<file path="src/hw/rtl/dstu_pkg.sv">
// shared types, codes and width tables for the decimal string parser
package dstu_pkg;

  localparam int ValueWidth = 64;
  localparam int CountWidth = 5;
  // exact leading-digit term: at most 9 * 10^19, below 2^67
  localparam int TopWidth   = 68;
  localparam int SumWidth   = TopWidth + 1;

  localparam logic [CountWidth-1:0] MaxCount = 5'd20;
  localparam logic [7:0]            CharZero = 8'h30;
  localparam logic [7:0]            CharNine = 8'h39;

  typedef enum logic [1:0] {
    MODE_8  = 2'd0,
    MODE_16 = 2'd1,
    MODE_32 = 2'd2,
    MODE_64 = 2'd3
  } width_mode_t;

  typedef enum logic [1:0] {
    STATUS_OK           = 2'd0,
    STATUS_NOT_FOUND    = 2'd1,
    STATUS_OUT_OF_RANGE = 2'd2
  } status_t;

  // what the parser asks the result stage to report
  typedef enum logic [1:0] {
    REQ_NOT_FOUND    = 2'd0,
    REQ_OUT_OF_RANGE = 2'd1,
    REQ_END          = 2'd2
  } req_kind_t;

  typedef struct packed {
    logic [7:0] ch;
    logic       has_char;
    logic       is_last;
  } in_beat_t;

  typedef struct packed {
    logic [ValueWidth-1:0] value;
    status_t               status;
    logic [CountWidth-1:0] consumed;
  } out_beat_t;

  typedef struct packed {
    req_kind_t             kind;
    width_mode_t           mode;
    logic [TopWidth-1:0]   top;
    logic [ValueWidth-1:0] rest;
    logic [CountWidth-1:0] count;
  } req_t;

  // digit limit of each target width
  function automatic logic [CountWidth-1:0] digit_limit(width_mode_t m);
    logic [CountWidth-1:0] r;
    unique case (m)
      MODE_8:  r = 5'd3;
      MODE_16: r = 5'd5;
      MODE_32: r = 5'd10;
      MODE_64: r = 5'd20;
      default: r = 5'd20;
    endcase
    return r;
  endfunction

  // bits that may be set in a value that fits the target width
  function automatic logic [SumWidth-1:0] limit_mask(width_mode_t m);
    logic [SumWidth-1:0] r;
    unique case (m)
      MODE_8:  r = SumWidth'(8'hFF);
      MODE_16: r = SumWidth'(16'hFFFF);
      MODE_32: r = SumWidth'(32'hFFFF_FFFF);
      MODE_64: r = SumWidth'(64'hFFFF_FFFF_FFFF_FFFF);
      default: r = SumWidth'(64'hFFFF_FFFF_FFFF_FFFF);
    endcase
    return r;
  endfunction

endpackage

</file>
<file path="src/hw/rtl/dstu_parser.sv">
// per-character parse state machine and digit accumulation
module dstu_parser (
  input  logic                 clk,
  input  logic                 rst,
  input  logic                 beat_valid,
  input  dstu_pkg::in_beat_t   beat,
  input  dstu_pkg::width_mode_t mode,
  input  logic                 res_free,
  output logic                 beat_take,
  output logic                 req_valid,
  output dstu_pkg::req_t       req
);
  import dstu_pkg::*;

  typedef enum logic [1:0] {
    PH_START  = 2'd0,
    PH_DIGITS = 2'd1,
    PH_PEEK   = 2'd2,
    PH_SKIP   = 2'd3
  } phase_t;

  phase_t                phase, phase_next;
  logic [TopWidth-1:0]   top, top_next;
  logic [ValueWidth-1:0] rest, rest_next;
  logic [CountWidth-1:0] count, count_next;
  logic                  emit;
  req_kind_t             kind;
  logic                  is_digit;
  logic [7:0]            ch_off;
  logic [3:0]            digit;
  logic [CountWidth-1:0] maxd;
  phase_t                after;
  logic [TopWidth-1:0]   top_x10;
  logic [ValueWidth-1:0] rest_x10;

  // the beat moves on when the request register is free or draining
  assign beat_take = beat_valid && (!req_valid || res_free);

  // character decode
  assign ch_off   = beat.ch - CharZero;
  assign is_digit = beat.has_char && (beat.ch >= CharZero) && (beat.ch <= CharNine);
  assign digit    = is_digit ? ch_off[3:0] : 4'd0;
  assign maxd     = digit_limit(mode);
  assign after    = beat.is_last ? PH_START : PH_SKIP;

  // times ten as two shifts and an add
  assign top_x10  = (top << 3) + (top << 1);
  assign rest_x10 = (rest << 3) + (rest << 1) + ValueWidth'(digit);

  // next state and result request
  always_comb begin
    phase_next = phase;
    top_next   = top;
    rest_next  = rest;
    count_next = count;
    emit       = 1'b0;
    kind       = REQ_END;
    unique case (phase)
      PH_START: begin
        if (!beat.has_char) begin
          if (beat.is_last) begin
            emit = 1'b1;
            kind = REQ_NOT_FOUND;
          end
        end else if (!is_digit) begin
          emit       = 1'b1;
          kind       = REQ_NOT_FOUND;
          phase_next = after;
        end else begin
          top_next   = TopWidth'(digit);
          rest_next  = '0;
          count_next = CountWidth'(1);
          if (beat.is_last) begin
            emit       = 1'b1;
            phase_next = PH_START;
          end else if (CountWidth'(1) >= maxd) begin
            phase_next = PH_PEEK;
          end else begin
            phase_next = PH_DIGITS;
          end
        end
      end
      PH_DIGITS: begin
        if (!beat.has_char) begin
          if (beat.is_last) begin
            emit       = 1'b1;
            phase_next = PH_START;
          end
        end else if (!is_digit) begin
          emit       = 1'b1;
          phase_next = after;
        end else begin
          top_next   = top_x10;
          rest_next  = rest_x10;
          count_next = count + CountWidth'(1);
          if (beat.is_last) begin
            emit       = 1'b1;
            phase_next = PH_START;
          end else if (count_next >= maxd) begin
            phase_next = PH_PEEK;
          end
        end
      end
      PH_PEEK: begin
        if (!beat.has_char) begin
          if (beat.is_last) begin
            emit       = 1'b1;
            phase_next = PH_START;
          end
        end else if (is_digit) begin
          emit       = 1'b1;
          kind       = REQ_OUT_OF_RANGE;
          phase_next = after;
        end else begin
          emit       = 1'b1;
          phase_next = after;
        end
      end
      PH_SKIP: begin
        if (beat.is_last) begin
          phase_next = PH_START;
        end
      end
      default: phase_next = PH_START;
    endcase
  end

  // state and request register
  always_ff @(posedge clk) begin
    if (rst) begin
      phase     <= PH_START;
      count     <= '0;
      req_valid <= 1'b0;
    end else begin
      if (beat_take) begin
        phase     <= phase_next;
        top       <= top_next;
        rest      <= rest_next;
        count     <= count_next;
        req_valid <= emit;
        if (emit) begin
          req.kind  <= kind;
          req.mode  <= mode;
          req.top   <= top_next;
          req.rest  <= rest_next;
          req.count <= count_next;
        end
      end else if (res_free) begin
        req_valid <= 1'b0;
      end
    end
  end

  // a string end always returns to the start phase
  a_last_restarts: assert property (@(posedge clk) disable iff (rst)
    beat_take && beat.is_last |=> phase == PH_START)
    else $error("parser did not return to start after last beat");

  // the digit run never passes the widest limit
  a_count_bound: assert property (@(posedge clk) disable iff (rst)
    count <= MaxCount)
    else $error("digit count above limit");

  // an idle beat leaves the parse untouched
  a_idle_beat: assert property (@(posedge clk) disable iff (rst)
    beat_take && !beat.has_char && !beat.is_last |=> $stable(phase) && $stable(count))
    else $error("idle beat changed parse state");

endmodule

</file>
<file path="src/hw/rtl/dstu_result.sv">
// range check and result register with output handshake
module dstu_result (
  input  logic                clk,
  input  logic                rst,
  input  logic                req_valid,
  input  dstu_pkg::req_t      req,
  input  logic                out_stall,
  output logic                res_free,
  output logic                out_valid,
  output dstu_pkg::out_beat_t out_data
);
  import dstu_pkg::*;

  logic [SumWidth-1:0] sum;
  logic                over;
  out_beat_t           beat_next;

  // exact value and width check
  assign sum  = SumWidth'(req.top) + SumWidth'(req.rest);
  assign over = |(sum & ~limit_mask(req.mode));

  // result formatting
  always_comb begin
    beat_next.value    = '0;
    beat_next.status   = STATUS_OUT_OF_RANGE;
    beat_next.consumed = '0;
    unique case (req.kind)
      REQ_NOT_FOUND:    beat_next.status = STATUS_NOT_FOUND;
      REQ_OUT_OF_RANGE: beat_next.status = STATUS_OUT_OF_RANGE;
      REQ_END: begin
        if (!over) begin
          beat_next.value    = sum[ValueWidth-1:0];
          beat_next.status   = STATUS_OK;
          beat_next.consumed = req.count;
        end
      end
      default: beat_next.status = STATUS_OUT_OF_RANGE;
    endcase
  end

  assign res_free = !out_valid || !out_stall;

  // output register
  always_ff @(posedge clk) begin
    if (rst) begin
      out_valid <= 1'b0;
    end else if (res_free) begin
      out_valid <= req_valid;
      if (req_valid) begin
        out_data <= beat_next;
      end
    end
  end

  // an ok result always counts at least one digit
  a_ok_has_digits: assert property (@(posedge clk) disable iff (rst)
    out_valid && out_data.status == STATUS_OK |-> out_data.consumed != '0)
    else $error("ok result with no digits");

  // error results carry zero value and count
  a_err_zero: assert property (@(posedge clk) disable iff (rst)
    out_valid && out_data.status != STATUS_OK |->
      out_data.value == '0 && out_data.consumed == '0)
    else $error("error result with nonzero payload");

endmodule

</file>
<file path="src/hw/rtl/decimal_string_to_unsigned.sv">
// Decimal string parser: takes one character per beat and reports the leading ASCII digit
// run as an unsigned value of 8, 16, 32 or 64 bits (width_mode), with ok, not_found or
// out_of_range; one result at most per string, the rest skipped up to is_last. A new
// character beat is taken every cycle unless a stalled result holds the request register;
// the parser stage folds one digit per cycle into the running value with a times-ten shift
// and add. A result is valid on out_* after its deciding beat passes the parser request
// register, then the output register, and is taken at the first later edge with out_stall
// low; a stalled result holds back the beats behind it. width_mode must be written through
// cfg_* only while the block is idle; the block itself does not enforce it.
module decimal_string_to_unsigned (
  input  logic                clk,
  input  logic                rst,
  input  logic                in_valid,
  output logic                in_stall,
  input  dstu_pkg::in_beat_t  in_data,
  output logic                out_valid,
  input  logic                out_stall,
  output dstu_pkg::out_beat_t out_data,
  input  logic                cfg_valid,
  output logic                cfg_ready,
  input  logic [1:0]          cfg_data
);
  import dstu_pkg::*;

  logic        in_q_valid;
  in_beat_t    in_q;
  logic        in_accept;
  logic        beat_take;
  logic        req_valid;
  req_t        req;
  logic        res_free;
  width_mode_t width_mode;

  // input register
  assign in_stall  = in_q_valid && !beat_take;
  assign in_accept = in_valid && !in_stall;

  always_ff @(posedge clk) begin
    if (rst) begin
      in_q_valid <= 1'b0;
    end else if (in_accept) begin
      in_q_valid <= 1'b1;
      in_q       <= in_data;
    end else if (beat_take) begin
      in_q_valid <= 1'b0;
    end
  end

  // configuration register
  assign cfg_ready = 1'b1;

  always_ff @(posedge clk) begin
    if (rst) begin
      width_mode <= MODE_8;
    end else if (cfg_valid) begin
      width_mode <= width_mode_t'(cfg_data);
    end
  end

  dstu_parser u_parser (
    .clk        (clk),
    .rst        (rst),
    .beat_valid (in_q_valid),
    .beat       (in_q),
    .mode       (width_mode),
    .res_free   (res_free),
    .beat_take  (beat_take),
    .req_valid  (req_valid),
    .req        (req)
  );

  dstu_result u_result (
    .clk       (clk),
    .rst       (rst),
    .req_valid (req_valid),
    .req       (req),
    .out_stall (out_stall),
    .res_free  (res_free),
    .out_valid (out_valid),
    .out_data  (out_data)
  );

endmodule

</file>
<file path="config.mk">
export PLATFORM = sky130hd
export DESIGN_NAME = decimal_string_to_unsigned
export DESIGN_NICKNAME = d
export VERILOG_FILES = /design/src/hw/rtl/dstu_pkg.sv /design/src/hw/rtl/dstu_parser.sv /design/src/hw/rtl/dstu_result.sv /design/src/hw/rtl/decimal_string_to_unsigned.sv
export SDC_FILE = /design/constraint.sdc
export NUM_CORES = 1
export LEC_CHECK = 0
export ABC_AREA = 1
export BUFFER_PORTS_ARGS = -buffer_cell sky130_fd_sc_hd__buf_2
export CORE_ASPECT_RATIO = 0.75
export CORE_MARGIN = 2
export CORE_UTILIZATION = 30
export CTS_BUF_LIST = sky130_fd_sc_hd__clkbuf_8
export DETAILED_ROUTE_END_ITERATION = 8
export GPL_ROUTABILITY_DRIVEN = 0
export PLACE_DENSITY_LB_ADDON = 0.3
export SYNTH_ARGS = -nofsm -noshare
export SYNTH_HDL_FRONTEND = slang
export SYNTH_SLANG_ARGS = --single-unit
export TNS_END_PERCENT = 1
</file>
<file path="constraint.sdc">
create_clock -name clk -period 35.4 [get_ports clk]
set_input_delay 3.54 -clock clk [delete_from_list [all_inputs] [get_ports clk]]
set_output_delay 3.54 -clock clk [all_outputs]
set_load 0.05 [all_outputs]
</file>
== Yosys cells after proc, flatten, opt, wreduce, memory -nomap -nowiden ==
Cells that the tools add are included.

* $add $sub $neg: 6
* Reduce and logical (&&, ||, !) cells: 26
* Equality and inequality tests: 12
* Order comparisons: 4
* Mux-type cells: 47
* Bitwise gates (word level): 4

{| class="wikitable"
|+ Operator list
! kind !! count
|-
| $pmux W69 S4 || 1
|-
| $mux W68 || 4
|-
| $mux W64 || 4
|-
| $pmux W68 S2 || 1
|-
| $pmux W64 S2 || 1
|-
| $reduce_or A70 Y1 || 1
|-
| $add A68 B64 Y69 || 1
|-
| $and A69 B69 Y69 || 1
|-
| $not A69 Y69 || 1
|-
| $reduce_or A69 Y1 || 1
|-
| $add A68 B68 Y68 || 1
|-
| $add A64 B4 Y64 || 1
|-
| $add A64 B64 Y64 || 1
|-
| $mux W2 || 16
|-
| $mux W5 || 4
|-
| $pmux W5 S4 || 1
|-
| $eq A2 B2 Y1 const B || 7
|-
| $pmux W5 S2 || 1
|-
| $reduce_and A3 Y1 || 3
|-
| $ge A8 B6 Y1 const B || 1
|-
| $le A8 B6 Y1 const B || 1
|-
| $logic_not A2 Y1 || 4
|-
| $mux W1 || 8
|-
| $pmux W2 S2 || 2
|-
| 18 further kinds || 32
|}

* Bits of input ports: 17
* Output and inout bits: 74
* Bits in registers: 366
* Word-level logic and storage cells: 118

== Longest topological paths before layout ==
* Depth after elaboration: 9
* Depth in mapped cells: 28
* Mapped depth without buffers: 26

== Hierarchy ==
A second synthesis with hierarchy kept.

* Cells, all modules: 5055
* Area total of the unflattened synthesis: 32648.8 um^2

{| class="wikitable"
|+ By module, submodules not included
! module !! area each (um^2) !! cells an instance !! times used
|-
| dstu_parser || 22634.2 || 3319 || 1
|-
| dstu_result || 9576.7 || 1704 || 1
|-
| decimal_string_to_unsigned || 437.9 || 32 || 1
|}

== Worst setup path after synthesis ==
Ideal clock, no wire load.

* Kind: in2reg
* From: in out_stall
* To: reg u_parser.req[0] (netlist name)
* Data required time: 34757 ps
* Arrival: 15841 ps
* Path buffers: 0
* Stages: 7
* Path slack: 18916 ps
* Cells stage by stage: nand2_1 -> nor2_1 -> inv_1 -> nand2_1 -> nor2_1 -> inv_1 -> nor2_1

* Cells in the longest elaborated chain, start to end: 5

{| class="wikitable"
|+ RTL lines
! element !! line !! text
|-
| start, declared || decimal_string_to_unsigned.sv:17 || <nowiki>input logic out_stall,</nowiki>
|-
| $logic_not A1 Y1 || dstu_result.sv:41 || <nowiki>assign res_free = !out_valid || !out_stall;</nowiki>
|-
| $logic_or A1 B1 Y1 || dstu_result.sv:41 ||
|-
| $logic_or A1 B1 Y1 || dstu_parser.sv:37 || <nowiki>assign beat_take = beat_valid && (!req_valid || res_free);</nowiki>
|-
| $logic_and A1 B1 Y1 || dstu_parser.sv:37 ||
|-
| $reduce_and A3 Y1 (no line) || n/a ||
|}

Every way passes these cells.
A chain may end at the register's enable or synchronous reset.

== Worst setup path in the final report ==
* From: in out_stall
* To: out in_stall

* Cells in the longest elaborated chain, start to end: 6

{| class="wikitable"
|+ RTL lines
! element !! line !! text
|-
| $logic_not A1 Y1 || dstu_result.sv:41 ||
|-
| $logic_or A1 B1 Y1 || dstu_result.sv:41 ||
|-
| $logic_or A1 B1 Y1 || dstu_parser.sv:37 ||
|-
| $logic_and A1 B1 Y1 || dstu_parser.sv:37 ||
|-
| $logic_not A1 Y1 || decimal_string_to_unsigned.sv:35 || <nowiki>assign in_stall = in_q_valid && !beat_take;</nowiki>
|-
| $logic_and A1 B1 Y1 || decimal_string_to_unsigned.sv:35 ||
|-
| end, declared || decimal_string_to_unsigned.sv:14 || <nowiki>output logic in_stall,</nowiki>
|}

Every way passes these cells.

==> results.cfg <==
[worst_hold_path]
hold_path.class = flip-flop to flip-flop
hold_depth = 2
hold_start = in_q_valid$_SDFFE_PP0P_
min_to = in_q_valid$_SDFFE_PP0P_

[global_route]
grt_max_degree = 89
antenna_found_initial = 9
grt_pass1_vias = 25800
grt.overflow.total = 0
grt_pass1_wl_um = 159000
grt_util_all_layers_pct = 20.4

[floorplan]
die_area_um2 = 102000
die_w_um = 369
start_util_pct = 30.2
core_area_um2 = 99100
rows = 100
die_h_um = 278
pin_count = 91

[synth]
postSynthCellCount = 4247
ys_ff_latch = 366
syn_avg_cell_area_um2 = 7.05
synth-seq-area-share_pct = 36.3
ys.warnings.count = 0
synthArstFlopShare_pct = 0
syn_area_um2 = 29900
ys_types = 52
ys.flop_type = edfxtp_1
synth_edf_count = 354
synth_fp_nets = 4525

[setup_path]
crit_type = input port to output pin
rr_worst_depth = 23
cp-start-kind = input port
cp.required_ps = 31860
arrival_ps = 4270
r2r_start = in_q[1]$_DFFE_PP_
cp_max_fo = 3
worstReg2RegEnd = u_parser.rest[63]$_DFFE_PP_
crit_path_end_kind = output pin
r2r_slack_ps = 29520

[clock_tree]
h-tree-depth = 2
clk_pin_slew_ps = 60
cts_resized = 0
clock_sinks = 366
ctsHoldBuffers = 0
ctsLongestPathBuffers = 3
post_cts_buffers = 0
cts_buffers = 58
clk_latency_ps = 720
cts_root_buf = clkbuf_8
cts_tree = yes

[timing]
period_share_pct = 22.1
final.setup.tns_ps = 0
clock.fmax_mhz = 128
max_slew.worst_pin.slew_ps = 1240
setup_violations = 0
rsz0062_at_grt = no
fin_crit_ps = 7810
slew_headroom_pct = 17.2
skew_ps = 61.2
slew_violations = 0
hold_viol_final = 0

[finish]
drive_above_1_share_pct = 6.12
areaGrowthSynthToFinish_pct = 11.0
seqCellArea_um2 = 10900
fillers = 10800
nets = 4640
multi_input_area_um2 = 16400
finish.instance_area_um2 = 33200

[job]
max-cap-violations = 0

[placement]
port_buffers = 89
hpwl_um = 86900
placedInstanceArea_um2 = 32000

[route]
firstDrtPassIters = 8
viasPerCell = 4.98
vias = 28600
wl_um = 106000
drcViolationCount = 0
route.antenna.remaining_nets = 0
drt_iter0_drc = 3443
wire_per_inst_um = 18.5

[power]
ir_drop_mv = 0.0275
power_density_nw_per_um2 = 32.4
p_leak_nw = 15.3

[status]
status = finished clean
-- power by group --
part           switching [mW]  leakage [nW]  internal, mW
registers              0.0120          3.25         0.488
clock network           0.188         0.658         0.203
logic                   0.130          11.4        0.0541
-- cell families (layout without fill, tap and decap cells) --
logic type | after synthesis | count (layout) | synth area share [%]
adder cells (fa/ha/maj) | 261 | 261 | 11.0
XOR/XNOR | 68 | 68 | 1.99
AO/OA/AOI/OAI | 697 | 697 | 12.6
other | 1 | 3 | 0.0125
AND/OR/NAND/NOR | 2137 | 2137 | 29.0
flip-flops | 366 | 366 | 36.3
buffers and inverters | 717 | 881 | 9.08
-- layer usage --
layer | up-vias | wire length [um] | track usage [%]
met2 | 1227 | 38300 | 26.4
met3 | 156 | 12100 | 5.40
met5 | - | 21 | 0
met1 | 13000 | 52900 | 32.2
li1 | 14200 | - | -
met4 | 4 | 2710 | 5.21
-- cells in the final DEF, fill, tap and decap left out, types with 5 or more instances in the layout --
master     count
a211oi_1       6
a21boi_0       7
a21o_1        14
a21oi_1      298
a221oi_1      12
a31oi_1       33
buf_2         89
buf_4         18
bufinv_16      6
clkbuf_8      60
clkinv_1      21
clkinv_2      16
dfxtp_1       12
edfxtp_1     354
ha_1         257
inv_1        646
inv_2         20
nand2_1     1341
nand2_2        8
nand3_1      187
nand3b_1      17
nand4_1       22
nor2_1       466
nor2_2        15
nor2_4        14
nor3_1        29
nor3_2         6
nor4_1        11
o21a_1         9
o21ai_0      280
o21bai_1       9
o22ai_1        5
or2_1          5
or2_2          9
xnor2_1       47
xor2_1        21
-- cell usage after synthesis (5+ instances only) --
library cell  number  share of area (%)
inv_2             18               0.23
a31oi_1           33               0.69
a21oi_1          298                5.0
nand3_1          187                3.1
o21bai_1           9               0.23
nor2_1           470                5.9
o21a_1             9               0.23
nand2_1         1341                 17
or2_1              5               0.10
nor4_1            11               0.23
or2_2              9               0.19
ha_1             257                 11
nand4_1           22               0.46
nor2_4            10               0.38
clkinv_1          11               0.14
xor2_1            21               0.61
inv_1            636                8.0
dfxtp_1           12               0.80
edfxtp_1         354                 36
o21ai_0          280                4.7
a221oi_1          12               0.35
o22ai_1            5               0.10
a211oi_1           6               0.15
xnor2_1           47                1.4
nor3_2             5               0.17
a21boi_0           7               0.18
clkbuf_1          46               0.58
nand2_2            8               0.17
a21o_1            14               0.35
nand3b_1          17               0.43
nor2_2            15               0.31
nor3_1            30               0.50
-- registers in the layout, summed over array words and instances, names as in the netlist, 2 cells and up --
| register | cells |
|---|---|
| width_mode | 2 |
| u_parser.rest | 64 |
| u_result.out_data | 71 |
| u_parser.top | 68 |
| u_parser.phase | 2 |
| u_parser.req | 141 |
| in_q | 10 |
| u_parser.count | 5 |
-- critical path, cell delays in order --
cell and delay (ps):
buf_2 80, nand2_1 70, nor2_1 140, nand2_1 90, inv_1 90, buf_2 260
-- worst max path at each step --
stage / slack, ps / end / from / depth (start not counted)
after CTS: 27580 / in_stall / out_stall / 6
after global placement: 27260 / u_parser.req[132]$_DFFE_PP_ / out_stall / 10
after detailed placement: 27270 / u_parser.req[133]$_DFFE_PP_ / out_stall / 10
after floorplan: 18920 / u_parser.req[0]$_DFFE_PP_ / out_stall / 7
final: 27590 / in_stall / out_stall / 6
after global routing: 27490 / in_stall / out_stall / 6
-- through the flow --
stage               setup slack (ps)  std cells  utilization, %  hold slack (ps)  power (mW)
floorplan                      18920       4247               -              450       0.630
global placement               27260       5628            32.3              493       0.687
detailed placement             27270       5628            32.3              479       0.687
CTS                            27580       5737            33.5              494        1.08
global route                   27490       5737            33.5              534        1.12
finish                         27590       5739            33.5              495        1.07
-- layout make-up --
| cell class | instances | share of cell area, % |
|---|---|---|
| repair buffers | 107 | 1.75 |
| clock buffers | 60 | 2.49 |
| diodes | 2 | 0.0151 |
| multi-input cells | 3164 | 49.3 |
| well taps | 1326 | 5.00 |
| clock inverters | 49 | 1.17 |
| flip-flops and latches | 366 | 32.7 |
| inverters | 665 | 7.52 |
Note: power is estimated with default switching activity, not from simulation.
